===== config.mk =====
export PLATFORM = sky130hd
export DESIGN_NAME = remote_key_mode_controller_top
export DESIGN_NICKNAME = d
export VERILOG_FILES = /design/src/rtl/rkmc_pkg.sv /design/src/rtl/remote_key_mode_controller_top.sv
export SDC_FILE = /design/constraint.sdc
export NUM_CORES = 1
export LEC_CHECK = 0
export ABC_CLOCK_PERIOD_IN_PS = 4150
export BUFFER_PORTS_ARGS = -buffer_cell sky130_fd_sc_hd__buf_2
export CAP_MARGIN = 25
export CORE_ASPECT_RATIO = 1.75
export CORE_MARGIN = 4
export CORE_UTILIZATION = 50
export DETAILED_ROUTE_END_ITERATION = 6
export PLACE_DENSITY = 0.8
export SLEW_MARGIN = 30
export SYNTH_ARGS = -nofsm -noshare
export SYNTH_HDL_FRONTEND = slang
export SYNTH_SLANG_ARGS = --single-unit
export TNS_END_PERCENT = 5

===== constraint.sdc =====
create_clock -name clk_i -period 4.15 [get_ports clk_i]
set_clock_uncertainty 0.15 [all_clocks]
set_input_delay 0 -clock clk_i [delete_from_list [all_inputs] [get_ports clk_i]]
set_output_delay 0 -clock clk_i [all_outputs]
set_load 0.05 [all_outputs]

===== src/rtl/rkmc_pkg.sv =====
// rkmc_pkg: shared constants for the remote key and mode controller
// mode flag bit positions, count limits, config register indexes and reset values
// no dependencies

package rkmc_pkg;

  localparam int unsigned StickW = 12;
  localparam int unsigned FlagW  = 5;
  localparam int unsigned UserW  = 5;
  localparam int unsigned CodeW  = 3;
  localparam int unsigned OnCntW = 5;
  localparam int unsigned CalCntW = 4;
  localparam int unsigned CfgIdxW = 2;

  // mode flag bit positions
  localparam int unsigned FlagOnline  = 0;
  localparam int unsigned FlagBind    = 1;
  localparam int unsigned FlagArmed   = 2;
  localparam int unsigned FlagAlt     = 3;
  localparam int unsigned FlagOffline = 4;

  // key count limits
  localparam logic [OnCntW-1:0]  OnCntMax     = OnCntW'(15);
  localparam logic [OnCntW-1:0]  OnCntBack    = OnCntW'(10);
  localparam logic [OnCntW-1:0]  OnLongMin    = OnCntW'(8);
  localparam logic [CalCntW-1:0] CalCntMax    = CalCntW'(10);
  localparam logic [CalCntW-1:0] CalLongMin   = CalCntW'(8);
  localparam logic [1:0]         EventWaitEnd = 2'd3;

  // config register indexes
  localparam logic [CfgIdxW-1:0] CfgBindUsesPitch  = CfgIdxW'(0);
  localparam logic [CfgIdxW-1:0] CfgBindThreshold  = CfgIdxW'(1);
  localparam logic [CfgIdxW-1:0] CfgArmThrottleLim = CfgIdxW'(2);

  // config reset values
  localparam logic [StickW-1:0] BindThresholdRst = StickW'(1600);
  localparam logic [StickW-1:0] ArmThrottleRst   = StickW'(1150);

endpackage


===== src/rtl/remote_key_mode_controller_top.sv =====
// remote_key_mode_controller_top: poll tick key scanner and mode flag controller
// uses rkmc_pkg for flag positions, count limits and config indexes
// single module: input register, tick logic, result register
//
// Usage: each input item is one poll tick carrying key levels, arm/alt events
// and stick values. The input channel (in_valid_i / in_stall_o) moves one item
// per clock at most; the output channel (out_valid_o / out_stall_i) returns one
// result item per tick with the mode flags after that tick, the led level, the
// released user key code and the one-tick pulses.
// An accepted item is captured in the input register, evaluated against the
// key and mode state and written to the result register once that register
// is free. Throughput: one item per cycle while out_stall_i is low, set by
// the state update loop between the input and result registers.
// Stall: while out_stall_i holds a result, one more item can still be taken
// into the input register; after that in_stall_o rises until the result leaves.
// Reset: all counters, held flags, pending events and mode flags clear, the led
// is unlit, config registers return to pitch off, bind threshold 1600 and arm
// throttle limit 1150. Config writes are taken on any cycle with cfg_we_i high.

module remote_key_mode_controller_top (
  input  logic        clk_i,
  input  logic        rst_ni,

  input  logic        cfg_we_i,
  input  logic [1:0]  cfg_index_i,
  input  logic [11:0] cfg_data_i,

  input  logic        in_valid_i,
  output logic        in_stall_o,
  input  logic        online_pressed_i,
  input  logic        cal_pressed_i,
  input  logic [4:0]  user_pressed_i,
  input  logic        arm_event_i,
  input  logic        alt_event_i,
  input  logic [11:0] stick_pitch_i,
  input  logic [11:0] stick_roll_i,
  input  logic [11:0] stick_throttle_i,

  output logic        out_valid_o,
  input  logic        out_stall_i,
  output logic        online_mode_o,
  output logic        bind_mode_o,
  output logic        armed_o,
  output logic        alt_hold_o,
  output logic        offline_mode_o,
  output logic        led_on_o,
  output logic [2:0]  user_key_code_o,
  output logic        calibrate_pulse_o,
  output logic        bind_confirm_pulse_o,
  output logic        center_sticks_pulse_o,
  output logic        motor_stop_pulse_o
);

  // config registers
  logic                                bind_uses_pitch_q;
  logic [rkmc_pkg::StickW-1:0]         bind_threshold_q;
  logic [rkmc_pkg::StickW-1:0]         arm_throttle_limit_q;

  // input register
  logic                                s1_valid_q, s1_valid_d;
  logic                                s1_online_q, s1_cal_q, s1_arm_q, s1_alt_q;
  logic [rkmc_pkg::UserW-1:0]          s1_user_q;
  logic [rkmc_pkg::StickW-1:0]         s1_pitch_q, s1_roll_q, s1_thr_q;

  // tick state
  logic                                online_held_q, online_held_d;
  logic [rkmc_pkg::OnCntW-1:0]         online_count_q, online_count_d;
  logic                                cal_held_q, cal_held_d;
  logic [rkmc_pkg::CalCntW-1:0]        cal_count_q, cal_count_d;
  logic [rkmc_pkg::UserW-1:0]          user_held_q, user_held_d;
  logic                                arm_pending_q, arm_pending_d;
  logic                                alt_pending_q, alt_pending_d;
  logic [1:0]                          event_wait_q, event_wait_d;
  logic [rkmc_pkg::FlagW-1:0]          mode_flags_q, mode_flags_d;
  logic                                led_state_q, led_state_d;

  // result register
  logic                                out_valid_q, out_valid_d;
  logic [rkmc_pkg::CodeW-1:0]          code_q, code_d;
  logic                                cal_pulse_q, cal_pulse_d;
  logic                                confirm_q, confirm_d;
  logic                                center_q, center_d;
  logic                                mstop_q, mstop_d;

  logic                                out_free;
  logic                                in_take;
  logic                                s1_fire;

  assign out_free   = !out_valid_q || !out_stall_i;
  assign s1_fire    = s1_valid_q && out_free;
  assign in_stall_o = s1_valid_q && !out_free;
  assign in_take    = in_valid_i && !in_stall_o;

  assign s1_valid_d  = in_take || (s1_valid_q && !s1_fire);
  assign out_valid_d = s1_fire || (out_valid_q && out_stall_i);

  // tick evaluation
  always_comb begin
    logic [rkmc_pkg::StickW-1:0] first;
    logic                        apply;
    online_held_d  = online_held_q;
    online_count_d = online_count_q;
    cal_held_d     = cal_held_q;
    cal_count_d    = cal_count_q;
    user_held_d    = user_held_q;
    arm_pending_d  = arm_pending_q | s1_arm_q;
    alt_pending_d  = alt_pending_q | s1_alt_q;
    event_wait_d   = event_wait_q;
    mode_flags_d   = mode_flags_q;
    led_state_d    = led_state_q;
    code_d         = '0;
    cal_pulse_d    = 1'b0;
    confirm_d      = 1'b0;
    center_d       = 1'b0;
    mstop_d        = 1'b0;
    first          = bind_uses_pitch_q ? s1_pitch_q : s1_thr_q;
    apply          = 1'b1;

    // online key
    if (s1_online_q) begin
      online_held_d  = 1'b1;
      online_count_d = online_count_q + rkmc_pkg::OnCntW'(1);
      if (online_count_d > rkmc_pkg::OnCntMax) begin
        online_count_d = rkmc_pkg::OnCntBack;
        led_state_d    = 1'b1;
      end
    end else begin
      if (online_held_q && (online_count_q > rkmc_pkg::OnLongMin)) begin
        online_held_d = 1'b0;
        led_state_d   = 1'b0;
        if ((first > bind_threshold_q) && (s1_roll_q > bind_threshold_q)) begin
          mode_flags_d[rkmc_pkg::FlagBind]   = 1'b1;
          mode_flags_d[rkmc_pkg::FlagOnline] = 1'b0;
        end else if (mode_flags_q[rkmc_pkg::FlagBind]) begin
          confirm_d                        = 1'b1;
          mode_flags_d[rkmc_pkg::FlagBind] = 1'b0;
        end else if (mode_flags_q[rkmc_pkg::FlagOnline]) begin
          mode_flags_d[rkmc_pkg::FlagOnline] = 1'b0;
          mstop_d                            = 1'b1;
        end else begin
          mode_flags_d[rkmc_pkg::FlagOnline] = 1'b1;
          center_d                           = 1'b1;
        end
        mode_flags_d[rkmc_pkg::FlagArmed]   = 1'b0;
        mode_flags_d[rkmc_pkg::FlagAlt]     = 1'b0;
        mode_flags_d[rkmc_pkg::FlagOffline] = 1'b0;
      end
      online_count_d = '0;
    end

    if (mode_flags_d[rkmc_pkg::FlagOnline] || mode_flags_d[rkmc_pkg::FlagBind]) begin
      arm_pending_d = 1'b0;
      alt_pending_d = 1'b0;
      cal_held_d    = 1'b0;
      user_held_d   = '0;
    end else begin
      // calibrate key
      if (s1_cal_q) begin
        cal_held_d  = 1'b1;
        cal_count_d = cal_count_q + rkmc_pkg::CalCntW'(1);
        if (cal_count_d > rkmc_pkg::CalCntMax) begin
          cal_count_d = rkmc_pkg::CalCntMax;
          led_state_d = 1'b1;
        end
      end else begin
        if (cal_held_q && (cal_count_q > rkmc_pkg::CalLongMin)) begin
          cal_held_d  = 1'b0;
          cal_pulse_d = 1'b1;
          led_state_d = 1'b0;
        end
        cal_count_d = '0;
      end

      // user keys, highest released key wins
      for (int i = 0; i < rkmc_pkg::UserW; i++) begin
        if (s1_user_q[i]) begin
          user_held_d[i] = 1'b1;
        end else if (user_held_q[i]) begin
          user_held_d[i] = 1'b0;
          if (i < rkmc_pkg::UserW - 1) begin
            code_d = rkmc_pkg::CodeW'(i + 1);
          end else begin
            mode_flags_d[rkmc_pkg::FlagOffline] = !mode_flags_d[rkmc_pkg::FlagOffline];
          end
        end
      end

      // delayed arm and alt-hold events
      if (arm_pending_d || alt_pending_d) begin
        event_wait_d = event_wait_q + 2'd1;
        if (event_wait_d != rkmc_pkg::EventWaitEnd) begin
          apply = 1'b0;
        end else begin
          event_wait_d = '0;
        end
      end
      if (apply) begin
        if (arm_pending_d) begin
          arm_pending_d = 1'b0;
          if (mode_flags_d[rkmc_pkg::FlagArmed]) begin
            mode_flags_d[rkmc_pkg::FlagArmed] = 1'b0;
          end else if (s1_thr_q < arm_throttle_limit_q) begin
            mode_flags_d[rkmc_pkg::FlagArmed] = 1'b1;
          end
        end
        if (alt_pending_d) begin
          alt_pending_d                   = 1'b0;
          mode_flags_d[rkmc_pkg::FlagAlt] = !mode_flags_d[rkmc_pkg::FlagAlt];
        end
      end
    end
  end

  // config registers
  always_ff @(posedge clk_i or negedge rst_ni) begin
    if (!rst_ni) begin
      bind_uses_pitch_q    <= 1'b0;
      bind_threshold_q     <= rkmc_pkg::BindThresholdRst;
      arm_throttle_limit_q <= rkmc_pkg::ArmThrottleRst;
    end else if (cfg_we_i) begin
      unique case (cfg_index_i)
        rkmc_pkg::CfgBindUsesPitch:  bind_uses_pitch_q    <= cfg_data_i[0];
        rkmc_pkg::CfgBindThreshold:  bind_threshold_q     <= cfg_data_i;
        rkmc_pkg::CfgArmThrottleLim: arm_throttle_limit_q <= cfg_data_i;
        default: ;
      endcase
    end
  end

  // control state
  always_ff @(posedge clk_i or negedge rst_ni) begin
    if (!rst_ni) begin
      s1_valid_q     <= 1'b0;
      out_valid_q    <= 1'b0;
      online_held_q  <= 1'b0;
      online_count_q <= '0;
      cal_held_q     <= 1'b0;
      cal_count_q    <= '0;
      user_held_q    <= '0;
      arm_pending_q  <= 1'b0;
      alt_pending_q  <= 1'b0;
      event_wait_q   <= '0;
      mode_flags_q   <= '0;
      led_state_q    <= 1'b0;
    end else begin
      s1_valid_q  <= s1_valid_d;
      out_valid_q <= out_valid_d;
      if (s1_fire) begin
        online_held_q  <= online_held_d;
        online_count_q <= online_count_d;
        cal_held_q     <= cal_held_d;
        cal_count_q    <= cal_count_d;
        user_held_q    <= user_held_d;
        arm_pending_q  <= arm_pending_d;
        alt_pending_q  <= alt_pending_d;
        event_wait_q   <= event_wait_d;
        mode_flags_q   <= mode_flags_d;
        led_state_q    <= led_state_d;
      end
    end
  end

  // payload registers
  always_ff @(posedge clk_i) begin
    if (in_take) begin
      s1_online_q <= online_pressed_i;
      s1_cal_q    <= cal_pressed_i;
      s1_user_q   <= user_pressed_i;
      s1_arm_q    <= arm_event_i;
      s1_alt_q    <= alt_event_i;
      s1_pitch_q  <= stick_pitch_i;
      s1_roll_q   <= stick_roll_i;
      s1_thr_q    <= stick_throttle_i;
    end
    if (s1_fire) begin
      code_q      <= code_d;
      cal_pulse_q <= cal_pulse_d;
      confirm_q   <= confirm_d;
      center_q    <= center_d;
      mstop_q     <= mstop_d;
    end
  end

  // flags and led are shown from the state, which only moves with a result
  assign out_valid_o           = out_valid_q;
  assign online_mode_o         = mode_flags_q[rkmc_pkg::FlagOnline];
  assign bind_mode_o           = mode_flags_q[rkmc_pkg::FlagBind];
  assign armed_o               = mode_flags_q[rkmc_pkg::FlagArmed];
  assign alt_hold_o            = mode_flags_q[rkmc_pkg::FlagAlt];
  assign offline_mode_o        = mode_flags_q[rkmc_pkg::FlagOffline];
  assign led_on_o              = led_state_q;
  assign user_key_code_o       = code_q;
  assign calibrate_pulse_o     = cal_pulse_q;
  assign bind_confirm_pulse_o  = confirm_q;
  assign center_sticks_pulse_o = center_q;
  assign motor_stop_pulse_o    = mstop_q;

endmodule

==> flow_metrics.env <==
export IMPL_ant_nets=0
export IMPL_fin_crit_sh=0.804
export IMPL_grt_pass1_vias=3912
export IMPL_syn_area_um2=5130
export IMPL_cp_slowest_stage_delay_ns=0.69
export IMPL_placed_area_um2=5630
export IMPL_synthArstFlopShare=0.505
export IMPL_post_route_drc_count=0
export IMPL_place_hpwl_um=8020
export IMPL_pre_cts_ws_ns=0.789
export IMPL_yosysTopAreaCellShare=0.304
export IMPL_synth_area_top_cells="edfxtp_1, dfrtp_1, ha_1, mux2_2, dfstp_2"
export IMPL_syn_avg_cell_area_um2=13.2
export IMPL_cts_setup_buffers=0
export IMPL_first_iter_violations=98
export IMPL_clockBufferDepth=2
export IMPL_die_area_um2=12000
export IMPL_cts_sinks=105
export IMPL_finalSetupViolCount=0
export IMPL_cp_required_ns=4.24
export IMPL_yosysWarnings=0
export IMPL_crit_fanout=17
export IMPL_rsz0062_at_grt="no"
export IMPL_final_cell_mix="buf_2, dlygate4sd3_1, edfxtp_1"
export IMPL_layout_setup_ws_ns=0.812
export IMPL_layout_nets=638
export IMPL_r2r_start="bind_uses_pitch_q$_DFFE_PN0P_"
export IMPL_endpoint="event_wait_q[1]$_DFFE_PN0P_"
export IMPL_critical_path_top_delay_family="compound AO/OA/AOI/OAI gates"
export IMPL_final_common_cell="buf_2"
export IMPL_routedWlPerCell_um=17.1
export IMPL_outcome="finished, final reports clean"
export IMPL_cap_violations=0
export IMPL_synth_enable_flop_cells=52
export IMPL_synth_flop_cell="edfxtp_1"
export IMPL_chipHeight_um=142
export IMPL_antenna_found_initial=0
export IMPL_setup_tns_ns=0
export IMPL_vias_per_cell=5.42
export IMPL_fmax_ghz=0.300
export IMPL_cts_root_buf="clkbuf_16"
export IMPL_path_class="reg2reg"
export IMPL_drive_above_1_share=0.294
export IMPL_ys_seq_area_frac=0.565
export IMPL_finalPower_uw=2950
export IMPL_maxSlewViolCount=0
export IMPL_final_cell_area_um2=6550
export IMPL_startpoint_type="flop"
export IMPL_ff2ff_setup_slack_ns=0.81
export IMPL_grtUsageTotal=0.201
export IMPL_critPathArrivalTime_ns=3.43
export IMPL_ys_seq_elements=105
export IMPL_cts_max_level=3
export IMPL_gr_total_overflow=0
export IMPL_drt_pass1_iterations=4
export IMPL_diodes=0
export IMPL_vias=3592
export IMPL_syn_to_final_growth_pct=27.7
export IMPL_gp_congestion=0.822
export IMPL_slew_headroom=0.485
export IMPL_crit_buf_inv=0
export IMPL_ir_drop_mv=0.301
export IMPL_path_cells="mux2_2 > ha_1 > a21o_1 > a21oi_1 > nor2b_1 > o41ai_2 > o221ai_2 > o31a_4 > nor3_2 > mux2_1"
export IMPL_r2r_end="event_wait_q[1]$_DFFE_PN0P_"
export IMPL_tightest_slew_ns=0.770
export IMPL_fillers=772
export IMPL_synth_cells=388
export IMPL_crit_slowest_cell="dfrtp_1"
export IMPL_io_buffer_count=78
export IMPL_layout_cells_non_filler=663
export IMPL_period_minus_slack_ns=3.34
export IMPL_cp_end_kind="flop"
export IMPL_yosys_area_top_type="edfxtp_1"
export IMPL_hold_path_class="in2async"
export IMPL_p_per_area_nw_per_um2=450
export IMPL_coreArea_um2=9970
export IMPL_syn_nets=493
export IMPL_rr_worst_depth=10
export IMPL_cts_tree="done"
export IMPL_start_util=0.515
export IMPL_cp_startpoint="bind_uses_pitch_q$_DFFE_PN0P_"
export IMPL_grt_max_degree=54
export IMPL_wl_um=11300
export IMPL_place_inst=584
export IMPL_yosys_cell_types_count=60
export IMPL_cts_buffers=9
export IMPL_die_w_um=84.6
export IMPL_leakagePower_uw=0.00287
export IMPL_ios=79
export IMPL_final_hold_violation_count=0
export IMPL_clk_latency_ns=0.35
export IMPL_rows=48
export IMPL_path_depth=10
export IMPL_path_clk_slew_ns=0.08
export IMPL_grt_pass1_wl_um=18800
-- logic make-up (layout without fill, tap and decap cells) --
family,count (synthesis),in the layout,synth area share
AOI/OAI and AO/OA,67,67,0.0954
xor gates and xnor gates,6,6,0.0102
adders and majority gates,41,41,0.100
buffers and inverters,40,190,0.0351
DFF,105,105,0.565
muxes,42,42,0.0912
and+or+nand+nor,87,87,0.103
-- worst min path at each step --
stage,endpoint,from,depth (start not counted)
3_3_place_gp,user_held_q[2]$_DFFE_PN0P_,rst_ni,2
5_1_grt,s1_thr_q[1]$_DFFE_PP_,stick_throttle_i[1],2
2_1_floorplan,alt_pending_q$_DFFE_PN0P_,rst_ni,0
6_report,user_held_q[1]$_DFFE_PN0P_,rst_ni,3
3_5_place_dp,s1_roll_q[5]$_DFFE_PP_,stick_roll_i[5],1
4_1_cts,user_held_q[1]$_DFFE_PN0P_,rst_ni,3
-- Yosys cell counts (9+ instances only) --
cell	n
edfxtp_1	52
nand2_1	19
dfstp_2	10
dfrtp_1	43
a21o_1	9
mux2_2	36
nand4_1	9
inv_1	31
o21ai_0	16
a21oi_1	17
ha_1	41
-- registers in the layout, indices dropped and copies added (netlist names), 2 cells and up --
register / flops
bind_threshold_q: 12
cal_count_q: 4
user_key_code_o: 3
user_held_q: 5
s1_pitch_q: 12
online_count_q: 5
s1_thr_q: 12
s1_roll_q: 12
arm_throttle_limit_q: 12
event_wait_q: 2
s1_user_q: 5
mode_flags_q: 5
-- stage by stage --
| step | utilization | hold slack (ns) |
|---|---|---|
| floorplan | - | -0.446 |
| global placement | 0.564 | 0.00727 |
| detailed placement | 0.564 | 0.0281 |
| CTS | 0.657 | 0.182 |
| global route | 0.657 | 0.202 |
| finish | 0.657 | 0.166 |
-- worst reg2reg max path, delay by kind of cell (launching register included) --
kind / cells / cell delay, ns
AO/OA/AOI/OAI: 5 / 1.04
multiplexers: 2 / 0.75
flip-flops: 1 / 0.69
AND/OR/NAND/NOR: 2 / 0.31
adder cells (fa/ha/maj): 1 / 0.28
-- report_power, final --
| part | internal (µW) | total (µW) | switching (µW) | leakage [µW] |
|---|---|---|---|---|
| Clock | 424 | 833 | 409 | 0.000142 |
| Sequential | 1260 | 1380 | 114 | 0.00113 |
| Combinational | 329 | 735 | 406 | 0.00160 |
| Total | 2020 | 2950 | 930 | 0.00287 |
-- routing by layer --
layer / up-vias / share of wire / track usage / wire, µm
met3: 21 / 0.041 / 0.0406 / 466
met5: - / 0 / 0 / 0
met1: 1766 / 0.37 / 0.213 / 4180
li1: 1723 / - / - / -
met2: 82 / 0.57 / 0.380 / 6460
met4: 0 / 0.022 / 0.0817 / 245
-- cell type report --
| class | instances | area [µm²] | area share |
|---|---|---|---|
| Inverter | 32 | 120 | 0.0183 |
| Clock inverter | 7 | 70.1 | 0.0107 |
| Tap cell | 125 | 156 | 0.0239 |
| Clock buffer | 9 | 225 | 0.0344 |
| Multi-Input combinational cell | 243 | 2050 | 0.313 |
| Sequential cell | 105 | 2900 | 0.443 |
| Timing Repair Buffer | 142 | 1030 | 0.157 |
-- repair_timing --
action                                  4_1_cts  5_1_grt
hold endpoints to repair                    115        0
hold buffers                                 63        0
endpoints found under the setup margin        0        0
resized for setup                             0        0
Power figures use the tool's default switching activity.
